--- src/rtl/core/iirdf2_pkg.sv ---
`default_nettype none
package iirdf2_pkg;

	localparam int COEF_W     = 16;
	localparam int COEF_FRAC  = 13;
	localparam int STATE_W    = 24;
	localparam int DIGIT_W    = 4;
	localparam int NUM_DIGITS = COEF_W / DIGIT_W;
	localparam int DCNT_W     = $clog2(NUM_DIGITS);
	localparam int PROD_W     = STATE_W + COEF_W;
	localparam int ACC_W      = 44;
	localparam int NUM_REGS   = 7;
	localparam int REG_IDX_W  = 3;

	localparam logic [REG_IDX_W-1:0] IDX_B0 = 3'd0;
	localparam logic [REG_IDX_W-1:0] IDX_A1 = 3'd4;

	localparam logic [COEF_W-1:0] B0_RESET = 16'sd8192;

	localparam logic [COEF_FRAC-1:0] ROUND_BIAS = 13'h1000;

	typedef struct packed {
		logic init;
		logic load;
		logic step;
		logic accum;
		logic sub;
	} mac_ctl_t;

endpackage
`default_nettype wire

--- src/rtl/core/iirdf2_mac.sv ---
`default_nettype none
module iirdf2_mac import iirdf2_pkg::*; (
	input  wire logic               clk,
	input  wire logic               arst_n,
	input  wire mac_ctl_t           ctl,
	input  wire logic [ACC_W-1:0]   init_val,
	input  wire logic [STATE_W-1:0] operand,
	input  wire logic [COEF_W-1:0]  coef,
	output logic      [ACC_W-1:0]   acc
);

	logic signed [ACC_W-1:0]       acc_q;
	logic signed [PROD_W-1:0]      p_q;
	logic signed [STATE_W-1:0]     opnd_q;
	logic        [COEF_W-1:0]      coef_q;
	logic                          first_q;
	logic        [DIGIT_W-1:0]     digit;
	logic signed [DIGIT_W:0]       digit_ext;
	logic signed [STATE_W+DIGIT_W:0] prod;
	logic signed [PROD_W-1:0]      p_next;

	assign digit     = coef_q[COEF_W-1 -: DIGIT_W];
	assign digit_ext = first_q ? {digit[DIGIT_W-1], digit} : {1'b0, digit};
	assign prod      = opnd_q * digit_ext;

	always_comb begin
		if (first_q) begin
			p_next = PROD_W'(prod);
		end else begin
			p_next = (p_q <<< DIGIT_W) + PROD_W'(prod);
		end
	end

	always_ff @(posedge clk or negedge arst_n) begin
		if (!arst_n) begin
			first_q <= 1'b0;
		end else if (ctl.load) begin
			first_q <= 1'b1;
		end else if (ctl.step) begin
			first_q <= 1'b0;
		end
	end

	always_ff @(posedge clk) begin
		if (ctl.load) begin
			opnd_q <= operand;
			coef_q <= coef;
		end else if (ctl.step) begin
			coef_q <= coef_q << DIGIT_W;
		end
		if (ctl.step) begin
			p_q <= p_next;
		end
		if (ctl.init) begin
			acc_q <= init_val;
		end else if (ctl.accum) begin
			acc_q <= ctl.sub ? acc_q - ACC_W'(p_q) : acc_q + ACC_W'(p_q);
		end
	end

	assign acc = acc_q;

endmodule
`default_nettype wire

--- src/rtl/core/iir_direct_form_two_filter_unit.sv ---
`default_nettype none
// channel | handshake                | payload
// --------+--------------------------+-------------------------------
// input   | in_valid / in_ready      | sample_in [SAMPLE_WIDTH]
// output  | out_valid / out_ready    | sample_out [SAMPLE_WIDTH]
// config  | cfg_valid / cfg_ready    | cfg_index [3], cfg_data [16]
//
// Each request runs its 2*ORDER+1 products one after another, each as a series
// of 4-bit digit steps followed by an accumulate step, through the single
// 24x4-bit digit multiplier of the MAC.
// Reset clears the delay line and loads b0 = 1.0, all other coefficients 0.
// A finished result moves to the output register once it is free and waits there;
// the next request is taken as soon as the result moves, and only the hand-off stalls on out_ready.
module iir_direct_form_two_filter_unit import iirdf2_pkg::*; #(
	parameter int ORDER        = 3,
	parameter int SAMPLE_WIDTH = 16
) (
	input  wire logic                    clk,
	input  wire logic                    arst_n,
	input  wire logic                    in_valid,
	output logic                         in_ready,
	input  wire logic [SAMPLE_WIDTH-1:0] sample_in,
	output logic                         out_valid,
	input  wire logic                    out_ready,
	output logic      [SAMPLE_WIDTH-1:0] sample_out,
	input  wire logic                    cfg_valid,
	output logic                         cfg_ready,
	input  wire logic [REG_IDX_W-1:0]    cfg_index,
	input  wire logic [COEF_W-1:0]       cfg_data
);

	localparam int TERM_W    = $clog2(ORDER + 1);
	localparam int DLY_IDX_W = (ORDER > 1) ? $clog2(ORDER) : 1;
	localparam int SH_W      = ACC_W - COEF_FRAC;

	typedef enum logic [4:0] {
		S_IDLE = 5'b00001,
		S_STEP = 5'b00010,
		S_ACC  = 5'b00100,
		S_NODE = 5'b01000,
		S_DONE = 5'b10000
	} state_t;

	state_t                   state_q, state_d;
	logic [TERM_W-1:0]        term_q;
	logic                     phase_q;
	logic [DCNT_W-1:0]        dcnt_q;
	logic [COEF_W-1:0]        coef_q [NUM_REGS];
	logic [STATE_W-1:0]       dly_q [ORDER];
	logic [STATE_W-1:0]       w_q;
	logic                     out_valid_q;
	logic [SAMPLE_WIDTH-1:0]  out_q;

	mac_ctl_t                 ctl;
	logic [ACC_W-1:0]         init_val;
	logic [ACC_W-1:0]         acc;
	logic                     sel_phase;
	logic [TERM_W-1:0]        sel_term;
	logic [TERM_W-1:0]        dly_sel;
	logic [REG_IDX_W-1:0]     coef_idx;
	logic [STATE_W-1:0]       operand;
	logic [SH_W-1:0]          acc_sh;
	logic [STATE_W-1:0]       w_sat;
	logic [SAMPLE_WIDTH-1:0]  y_sat;
	logic                     accept;
	logic                     deliver;

	assign in_ready  = (state_q == S_IDLE);
	assign accept    = in_valid & in_ready;
	assign cfg_ready = 1'b1;
	assign out_valid = out_valid_q;
	assign sample_out = out_q;
	assign deliver   = (state_q == S_DONE) && (!out_valid_q || out_ready);

	assign acc_sh = acc[ACC_W-1:COEF_FRAC];

	always_comb begin
		if (acc_sh[SH_W-1:STATE_W-1] != {(SH_W-STATE_W+1){acc_sh[SH_W-1]}}) begin
			w_sat = {acc_sh[SH_W-1], {(STATE_W-1){~acc_sh[SH_W-1]}}};
		end else begin
			w_sat = acc_sh[STATE_W-1:0];
		end
		if (acc_sh[SH_W-1:SAMPLE_WIDTH-1] !=
				{(SH_W-SAMPLE_WIDTH+1){acc_sh[SH_W-1]}}) begin
			y_sat = {acc_sh[SH_W-1], {(SAMPLE_WIDTH-1){~acc_sh[SH_W-1]}}};
		end else begin
			y_sat = acc_sh[SAMPLE_WIDTH-1:0];
		end
	end

	always_comb begin
		dly_sel = sel_term - TERM_W'(1);
		if (sel_phase) begin
			coef_idx = IDX_B0 + REG_IDX_W'(sel_term);
		end else begin
			coef_idx = IDX_A1 + REG_IDX_W'(dly_sel);
		end
		if (sel_phase && (sel_term == '0)) begin
			operand = w_sat;
		end else begin
			operand = dly_q[dly_sel[DLY_IDX_W-1:0]];
		end
	end

	always_comb begin
		state_d   = state_q;
		ctl       = '0;
		init_val  = {{(ACC_W-COEF_FRAC){1'b0}}, ROUND_BIAS};
		sel_phase = phase_q;
		sel_term  = term_q;
		case (state_q)
			S_IDLE: begin
				if (accept) begin
					ctl.init  = 1'b1;
					ctl.load  = 1'b1;
					init_val  = {{(ACC_W-SAMPLE_WIDTH-COEF_FRAC){sample_in[SAMPLE_WIDTH-1]}},
						sample_in, ROUND_BIAS};
					sel_phase = 1'b0;
					sel_term  = TERM_W'(1);
					state_d   = S_STEP;
				end
			end
			S_STEP: begin
				ctl.step = 1'b1;
				if (dcnt_q == DCNT_W'(NUM_DIGITS - 1)) begin
					state_d = S_ACC;
				end
			end
			S_ACC: begin
				ctl.accum = 1'b1;
				ctl.sub   = ~phase_q;
				if (term_q == TERM_W'(ORDER)) begin
					state_d = phase_q ? S_DONE : S_NODE;
				end else begin
					ctl.load = 1'b1;
					sel_term = term_q + TERM_W'(1);
					state_d  = S_STEP;
				end
			end
			S_NODE: begin
				ctl.init  = 1'b1;
				ctl.load  = 1'b1;
				sel_phase = 1'b1;
				sel_term  = '0;
				state_d   = S_STEP;
			end
			S_DONE: begin
				if (deliver) begin
					state_d = S_IDLE;
				end
			end
			default: begin
				state_d = S_IDLE;
			end
		endcase
	end

	always_ff @(posedge clk or negedge arst_n) begin
		if (!arst_n) begin
			state_q     <= S_IDLE;
			term_q      <= '0;
			phase_q     <= 1'b0;
			dcnt_q      <= '0;
			out_valid_q <= 1'b0;
		end else begin
			state_q <= state_d;
			if (ctl.load) begin
				term_q  <= sel_term;
				phase_q <= sel_phase;
				dcnt_q  <= '0;
			end else if (ctl.step) begin
				dcnt_q <= dcnt_q + DCNT_W'(1);
			end
			if (deliver) begin
				out_valid_q <= 1'b1;
			end else if (out_ready) begin
				out_valid_q <= 1'b0;
			end
		end
	end

	always_ff @(posedge clk or negedge arst_n) begin
		if (!arst_n) begin
			for (int k = 0; k < NUM_REGS; k++) begin
				coef_q[k] <= (REG_IDX_W'(k) == IDX_B0) ? B0_RESET : '0;
			end
		end else if (cfg_valid && cfg_ready && (cfg_index < REG_IDX_W'(NUM_REGS))) begin
			coef_q[cfg_index] <= cfg_data;
		end
	end

	always_ff @(posedge clk or negedge arst_n) begin
		if (!arst_n) begin
			for (int k = 0; k < ORDER; k++) begin
				dly_q[k] <= '0;
			end
		end else if (deliver) begin
			dly_q[0] <= w_q;
			for (int k = 1; k < ORDER; k++) begin
				dly_q[k] <= dly_q[k-1];
			end
		end
	end

	always_ff @(posedge clk) begin
		if (state_q == S_NODE) begin
			w_q <= w_sat;
		end
		if (deliver) begin
			out_q <= y_sat;
		end
	end

	iirdf2_mac u_mac (
		.clk      (clk),
		.arst_n   (arst_n),
		.ctl      (ctl),
		.init_val (init_val),
		.operand  (operand),
		.coef     (coef_q[coef_idx]),
		.acc      (acc)
	);

endmodule
`default_nettype wire
--- config.mk ---
export PLATFORM = sky130hd
export DESIGN_NAME = iir_direct_form_two_filter_unit
export DESIGN_NICKNAME = d
export VERILOG_FILES = /design/src/rtl/core/iirdf2_pkg.sv /design/src/rtl/core/iirdf2_mac.sv /design/src/rtl/core/iir_direct_form_two_filter_unit.sv
export SDC_FILE = /design/constraint.sdc
export NUM_CORES = 1
export LEC_CHECK = 0
export BUFFER_PORTS_ARGS = -buffer_cell sky130_fd_sc_hd__buf_2
export CORE_MARGIN = 5
export CORE_UTILIZATION = 45
export DETAILED_ROUTE_END_ITERATION = 12
export PLACE_DENSITY = 0.68
export SLEW_MARGIN = 20
export SYNTH_ARGS = -nofsm -noshare
export SYNTH_HDL_FRONTEND = slang
export SYNTH_HIERARCHICAL = 1
export SYNTH_SLANG_ARGS = --single-unit
--- constraint.sdc ---
create_clock -name clk -period 7.9 [get_ports clk]
set_input_delay 0.79 -clock clk [delete_from_list [all_inputs] [get_ports clk]]
set_output_delay 0.79 -clock clk [all_outputs]
set_load 0.01 [all_outputs]
## Yosys cells after proc, flatten, opt, wreduce, memory -nomap -nowiden

Cells that the tools add are included.

- Bits of input ports: 40
- Bits in registers: 360
- Output and inout port bits: 19
- Word-level logic and storage cells: 109

- $add $sub $neg: 7
- Muxes and demuxes: 45
- Eq/ne operators: 12
- Bitwise operators: 6
- $mul: 1
- Magnitude comparators: 5
- Reduce and logical (&&, ||, !) cells: 11

Operators by type and width:

| operator | count |
|---|---|
| $mux 44 | 5 |
| $bwmux 112 | 1 |
| $mux 16 | 6 |
| $mux 24 | 4 |
| $bmux 16 s3 | 1 |
| $bmux 24 s2 | 1 |
| $demux 16 s3 | 1 |
| $add 44x40->44 | 1 |
| $sub 44x40->44 | 1 |
| $add 40x29->40 | 1 |
| $mux 40 | 1 |
| $mux 5 | 6 |
| $mul 24x5->29 | 1 |
| $pmux 5 s5 | 1 |
| $ne 15x15->1 | 1 |
| $mux 2 | 6 |
| $ge 4x4->1 const B | 2 |
| $not 3->4 | 2 |
| $mux 1 | 7 |
| $ne 7x7->1 | 1 |
| $pmux 2 s3 | 1 |
| $reduce_bool 2->1 | 3 |
| $eq 5x1->1 const B | 1 |
| $eq 5x2->1 const B | 1 |
| 23 further kinds | 31 |

## Longest topological paths before layout

- Word-level depth: 12
- Gate-level depth with buffers: 29
- Mapped depth without buffers: 28

## Cells and area by module

Netlist, hierarchy kept.

By module, submodules not included:

| module | times used | seq. area each (um^2) | area an instance (um^2) | cells each |
|---|---|---|---|---|
| iirdf2_mac | 1 | 3748.6 | 13965.9 | 1549 |
| iir_direct_form_two_filter_unit | 1 | 6083.3 | 10845.4 | 974 |

## Worst setup path after synthesis

Ideal clock, no wire load.

- Path kind: flip-flop to flip-flop
- Start point: register u_mac.coef_q[15]
- End point: register u_mac.p_q[39] (data pin)
- Setup time: 0.299 ns
- Arrival time: 6.914 ns
- Period minus slack after synthesis: 7.213 ns
- Path slack: 0.687 ns
- Stages on the path, launching flop included: 28
- Data required time: 7.601 ns
- Buffers on the path: 1
- Cell sequence: edfxtp_1 nand2_1 clkbuf_1 nor2_1 fa_1 fa_1 inv_1 fa_1 inv_1 ha_1 a21oi_1 o21ai_1 a31oi_1 or4b_1 a21oi_1 nor3_1 nor3b_1 ha_1 a21o_1 a21o_1 a21o_1 a21o_1 a21oi_1 nor2_1 a21oi_1 o31ai_1 mux2i_1 xnor2_1

- Longest elaborated chain between the ends: 4

RTL lines:

| what | RTL line | source |
|---|---|---|
| start: declaration | iirdf2_mac.sv:15 | `logic [COEF_W-1:0] coef_q;` |
| start signal: assignment | iirdf2_mac.sv:47 | `coef_q <= coef;` |
| start signal: assignment | iirdf2_mac.sv:49 | `coef_q <= coef_q << DIGIT_W;` |
| $mux 5 * | iirdf2_mac.sv:23 | `assign digit_ext = first_q ? {digit[DIGIT_W-1], digit} : {1'b0, digit};` |
| $mul 24x5->29 * | iirdf2_mac.sv:24 | `assign prod = opnd_q * digit_ext;` |
| $add 40x29->40 | iirdf2_mac.sv:30 | `p_next = (p_q <<< DIGIT_W) + PROD_W'(prod);` |
| $mux 40 * | iirdf2_mac.sv:27 | `if (first_q) begin` |
| named net u_mac.p_next[39] | iirdf2_mac.sv:20 | `logic signed [PROD_W-1:0] p_next;` |
| end signal: assignment | iirdf2_mac.sv:52 | `p_q <= p_next;` |
| end: declaration | iirdf2_mac.sv:13 | `logic signed [PROD_W-1:0] p_q;` |

The timed path passes the listed nets; every way through them passes the cells marked *.
A chain may end at the register's enable or synchronous reset.

## Final worst setup path

- Start point: register u_mac.coef_q[15]
- End point: register u_mac.p_q[38] (data pin)

The elaborated chain is that of the path after synthesis.

==> reports/metrics.yaml <==
synthArstFlopShare_pct: 54.4
drc_errors: 0
fin_area_um2: 27200
drv_slew: 0
holdBufCountCts: 0
critical_path_class: "flip-flop to flip-flop"
place.port_buffers: 57
rows: 86
yosysSeqAreaShare_pct: 39.6
max_clock_freq_mhz: 136
min_period_over_period_pct: 93.0
path_max_fanout: 13
worst_clock_skew_ps: 24.6
die-width_um: 245
drt-pass1-iter-count: 5
cts_tree: "built"
cap_violations: 0
worstPathRequired_ps: 8190
fp.dieH_um: 245
cp_slowest_stage_delay_ps: 560
worst_pin_slew_ps: 1120
syn_area_um2: 24800
hold_ws_ps: 363
ioPinCount: 59
areaGrowthSynthToFinish_pct: 9.63
start_util_pct: 45.2
clockRootBuffer: "clkbuf_16"
clkTransAtPathRegs_ps: 60
gp_congestion: 0.953
synth_most_common_cell: "nand2_1"
worst_path_most_repeated_cell: "fa_1"
drive_gt1_share_pct: 13.5
antenna_left: 0
critical_path.endpoint: "u_mac/p_q[38]$_DFFE_PP_"
synth_common_cells: "nand2_1, dfrtp_1, inv_1, edfxtp_1, mux2_2"
fin_setup_tns_ps: 0
synth_top_area_cell: "edfxtp_1"
dp_hpwl_mm: 46.0
endpoint_kind: "flip-flop"
synth-seq-cells: 360
grt_max_degree: 121
crit_start: "u_mac/coef_q[15]$_DFFE_PP_"
ff2ff_path_depth: 27
max_slew_margin_pct: 25.0
netlist.area_leader.share_pct: 19.8
hp-class: "input port to asynchronous set/reset pin"
initialDrtViolationCount: 1677
placed_area_um2: 25800
vias: 19000
synth_area_leaders: "edfxtp_1, dfrtp_1, ha_1, mux2_2, nand2_1"
grt_pass1_wl_mm: 105
cp.depth: 27
viasPerCell: 5.79
clkSinkCount: 360
clk_latency_ps: 580
layout.nets: 2801
clock_path_buffers: 3
rsz0062_at_grt: "no"
core_area_um2: 54900
synth.distinct_cells: 91
die-area_um2: 59900
wl_mm: 65.5
synth_cells: 2523
rrSetupSlack_ps: 560
outcome: "completed"
grt_usage_pct: 21.5
htree_num_levels: 2
fin_ws_ps: 557
syn_area_per_cell_um2: 9.83
cp-start-kind: "flip-flop"
antenna_found_initial: 2
synth_edf_count: 164
overflow: 0
critPathSlowestCell: "a211oi_1"
path_buf_inv: 4
hold_viol_final: 0
r2r-end: "u_mac/p_q[38]$_DFFE_PP_"
critPathTopFamily: "compound AO/OA/AOI/OAI gates"
setup_violations: 0
crit_arrival_ps: 7640
pre_cts_slack_ps: 165
synth_ff_type: "dfrtp_1"
avgRoutedWirePerCell_um: 19.9
cts_buffers: 40
grt_pass1_vias: 18900
r2r-start: "u_mac/coef_q[15]$_DFFE_PP_"
final.min_clock_period_ps: 7340
num-fill-cells: 4949
yosys_warnings: 6
## worst reg2reg max path, delay by kind of cell, from the launching register on
family,cells,cell delay [ps]
AOI/OAI and AO/OA,11,2890
xor gates and xnor gates,1,140
adders and majority gates,5,2300
buffers and inverters,4,500
DFF,1,390
and+or+nand+nor,6,850
## layer usage
metal | vias up | track usage, % | wire [um]
met5 | - | 0 | 27
met4 | 4 | 5.23 | 1350
met3 | 102 | 3.36 | 3920
met2 | 617 | 34.9 | 30500
met1 | 9421 | 30.4 | 29700
li1 | 8898 | - | -
## worst min-delay path by stage
stage | slack (ps) | end | startpoint | depth (start not counted)
global placement | 420 | dly_q[68]$_DFFE_PN0P_ | w_q[20]$_DFFE_PP_ | 2
floorplan | 410 | dly_q[48]$_DFFE_PN0P_ | w_q[0]$_DFFE_PP_ | 2
global route | 430 | coef_q[86]$_DFFE_PN0P_ | arst_n | 1
detailed placement | 430 | dly_q[68]$_DFFE_PN0P_ | w_q[20]$_DFFE_PP_ | 2
CTS | 390 | coef_q[42]$_DFFE_PN0P_ | arst_n | 1
finish | 360 | coef_q[86]$_DFFE_PN0P_ | arst_n | 1
## cell families after synthesis
| group | Yosys count | share of synthesized area (%) |
|---|---|---|
| adders and majority gates | 211 | 12.9 |
| buffers and inverters | 281 | 4.59 |
| other | 2 | 0.0303 |
| xor gates and xnor gates | 136 | 4.80 |
| muxes | 185 | 8.37 |
| AOI/OAI and AO/OA | 514 | 13.8 |
| and+or+nand+nor | 834 | 15.8 |
| DFF | 360 | 39.6 |
## area by class of cell
type                            instances  area, um^2  share of cell area [%]
Antenna cell                            2        5.00                  0.0184
Clock buffer                           59        1160                    4.28
Clock inverter                         15         195                   0.718
Inverter                              170         638                    2.35
Multi-Input combinational cell       1894       14000                    51.4
Sequential cell                       360        9830                    36.1
Tap cell                              704         881                    3.24
Timing Repair Buffer                   84         513                    1.89
## sequential cells by signal (all words and copies together) (netlist names), 16 cells and up
register / cells
sample_out: 16
u_mac/acc: 44
w_q: 24
u_mac/coef_q: 16
dly_q: 72
coef_q: 112
u_mac/opnd_q: 24
u_mac/p_q: 40
## timing repair
action,in CTS,in global routing
hold endpoints to repair,0,0
endpoints found under the setup margin,0,9
resized for setup,0,3
setup buffers,0,2
## cell usage in the layout, fill, tap and decap left out, types with 76 or more instances in the layout
cell and count:
o21ai_0 82, xnor2_1 89, ha_1 135, nor2_1 115, a21oi_1 113, fa_1 76, nand2_1 404, edfxtp_1 164
a21o_1 88, and2_1 102, dfrtp_1 194, inv_1 166, mux2_2 144
## per-stage QoR
stage | instances | util (%)
2_1_floorplan | 2535 | -
3_3_place_gp | 3210 | 47.0
3_5_place_dp | 3210 | 47.0
4_1_cts | 3284 | 49.5
5_1_grt | 3286 | 49.6
6_report | 3288 | 49.6
Power is not shown: default switching activity piles up to over one toggle a cycle in this logic, so the estimate is an artifact.
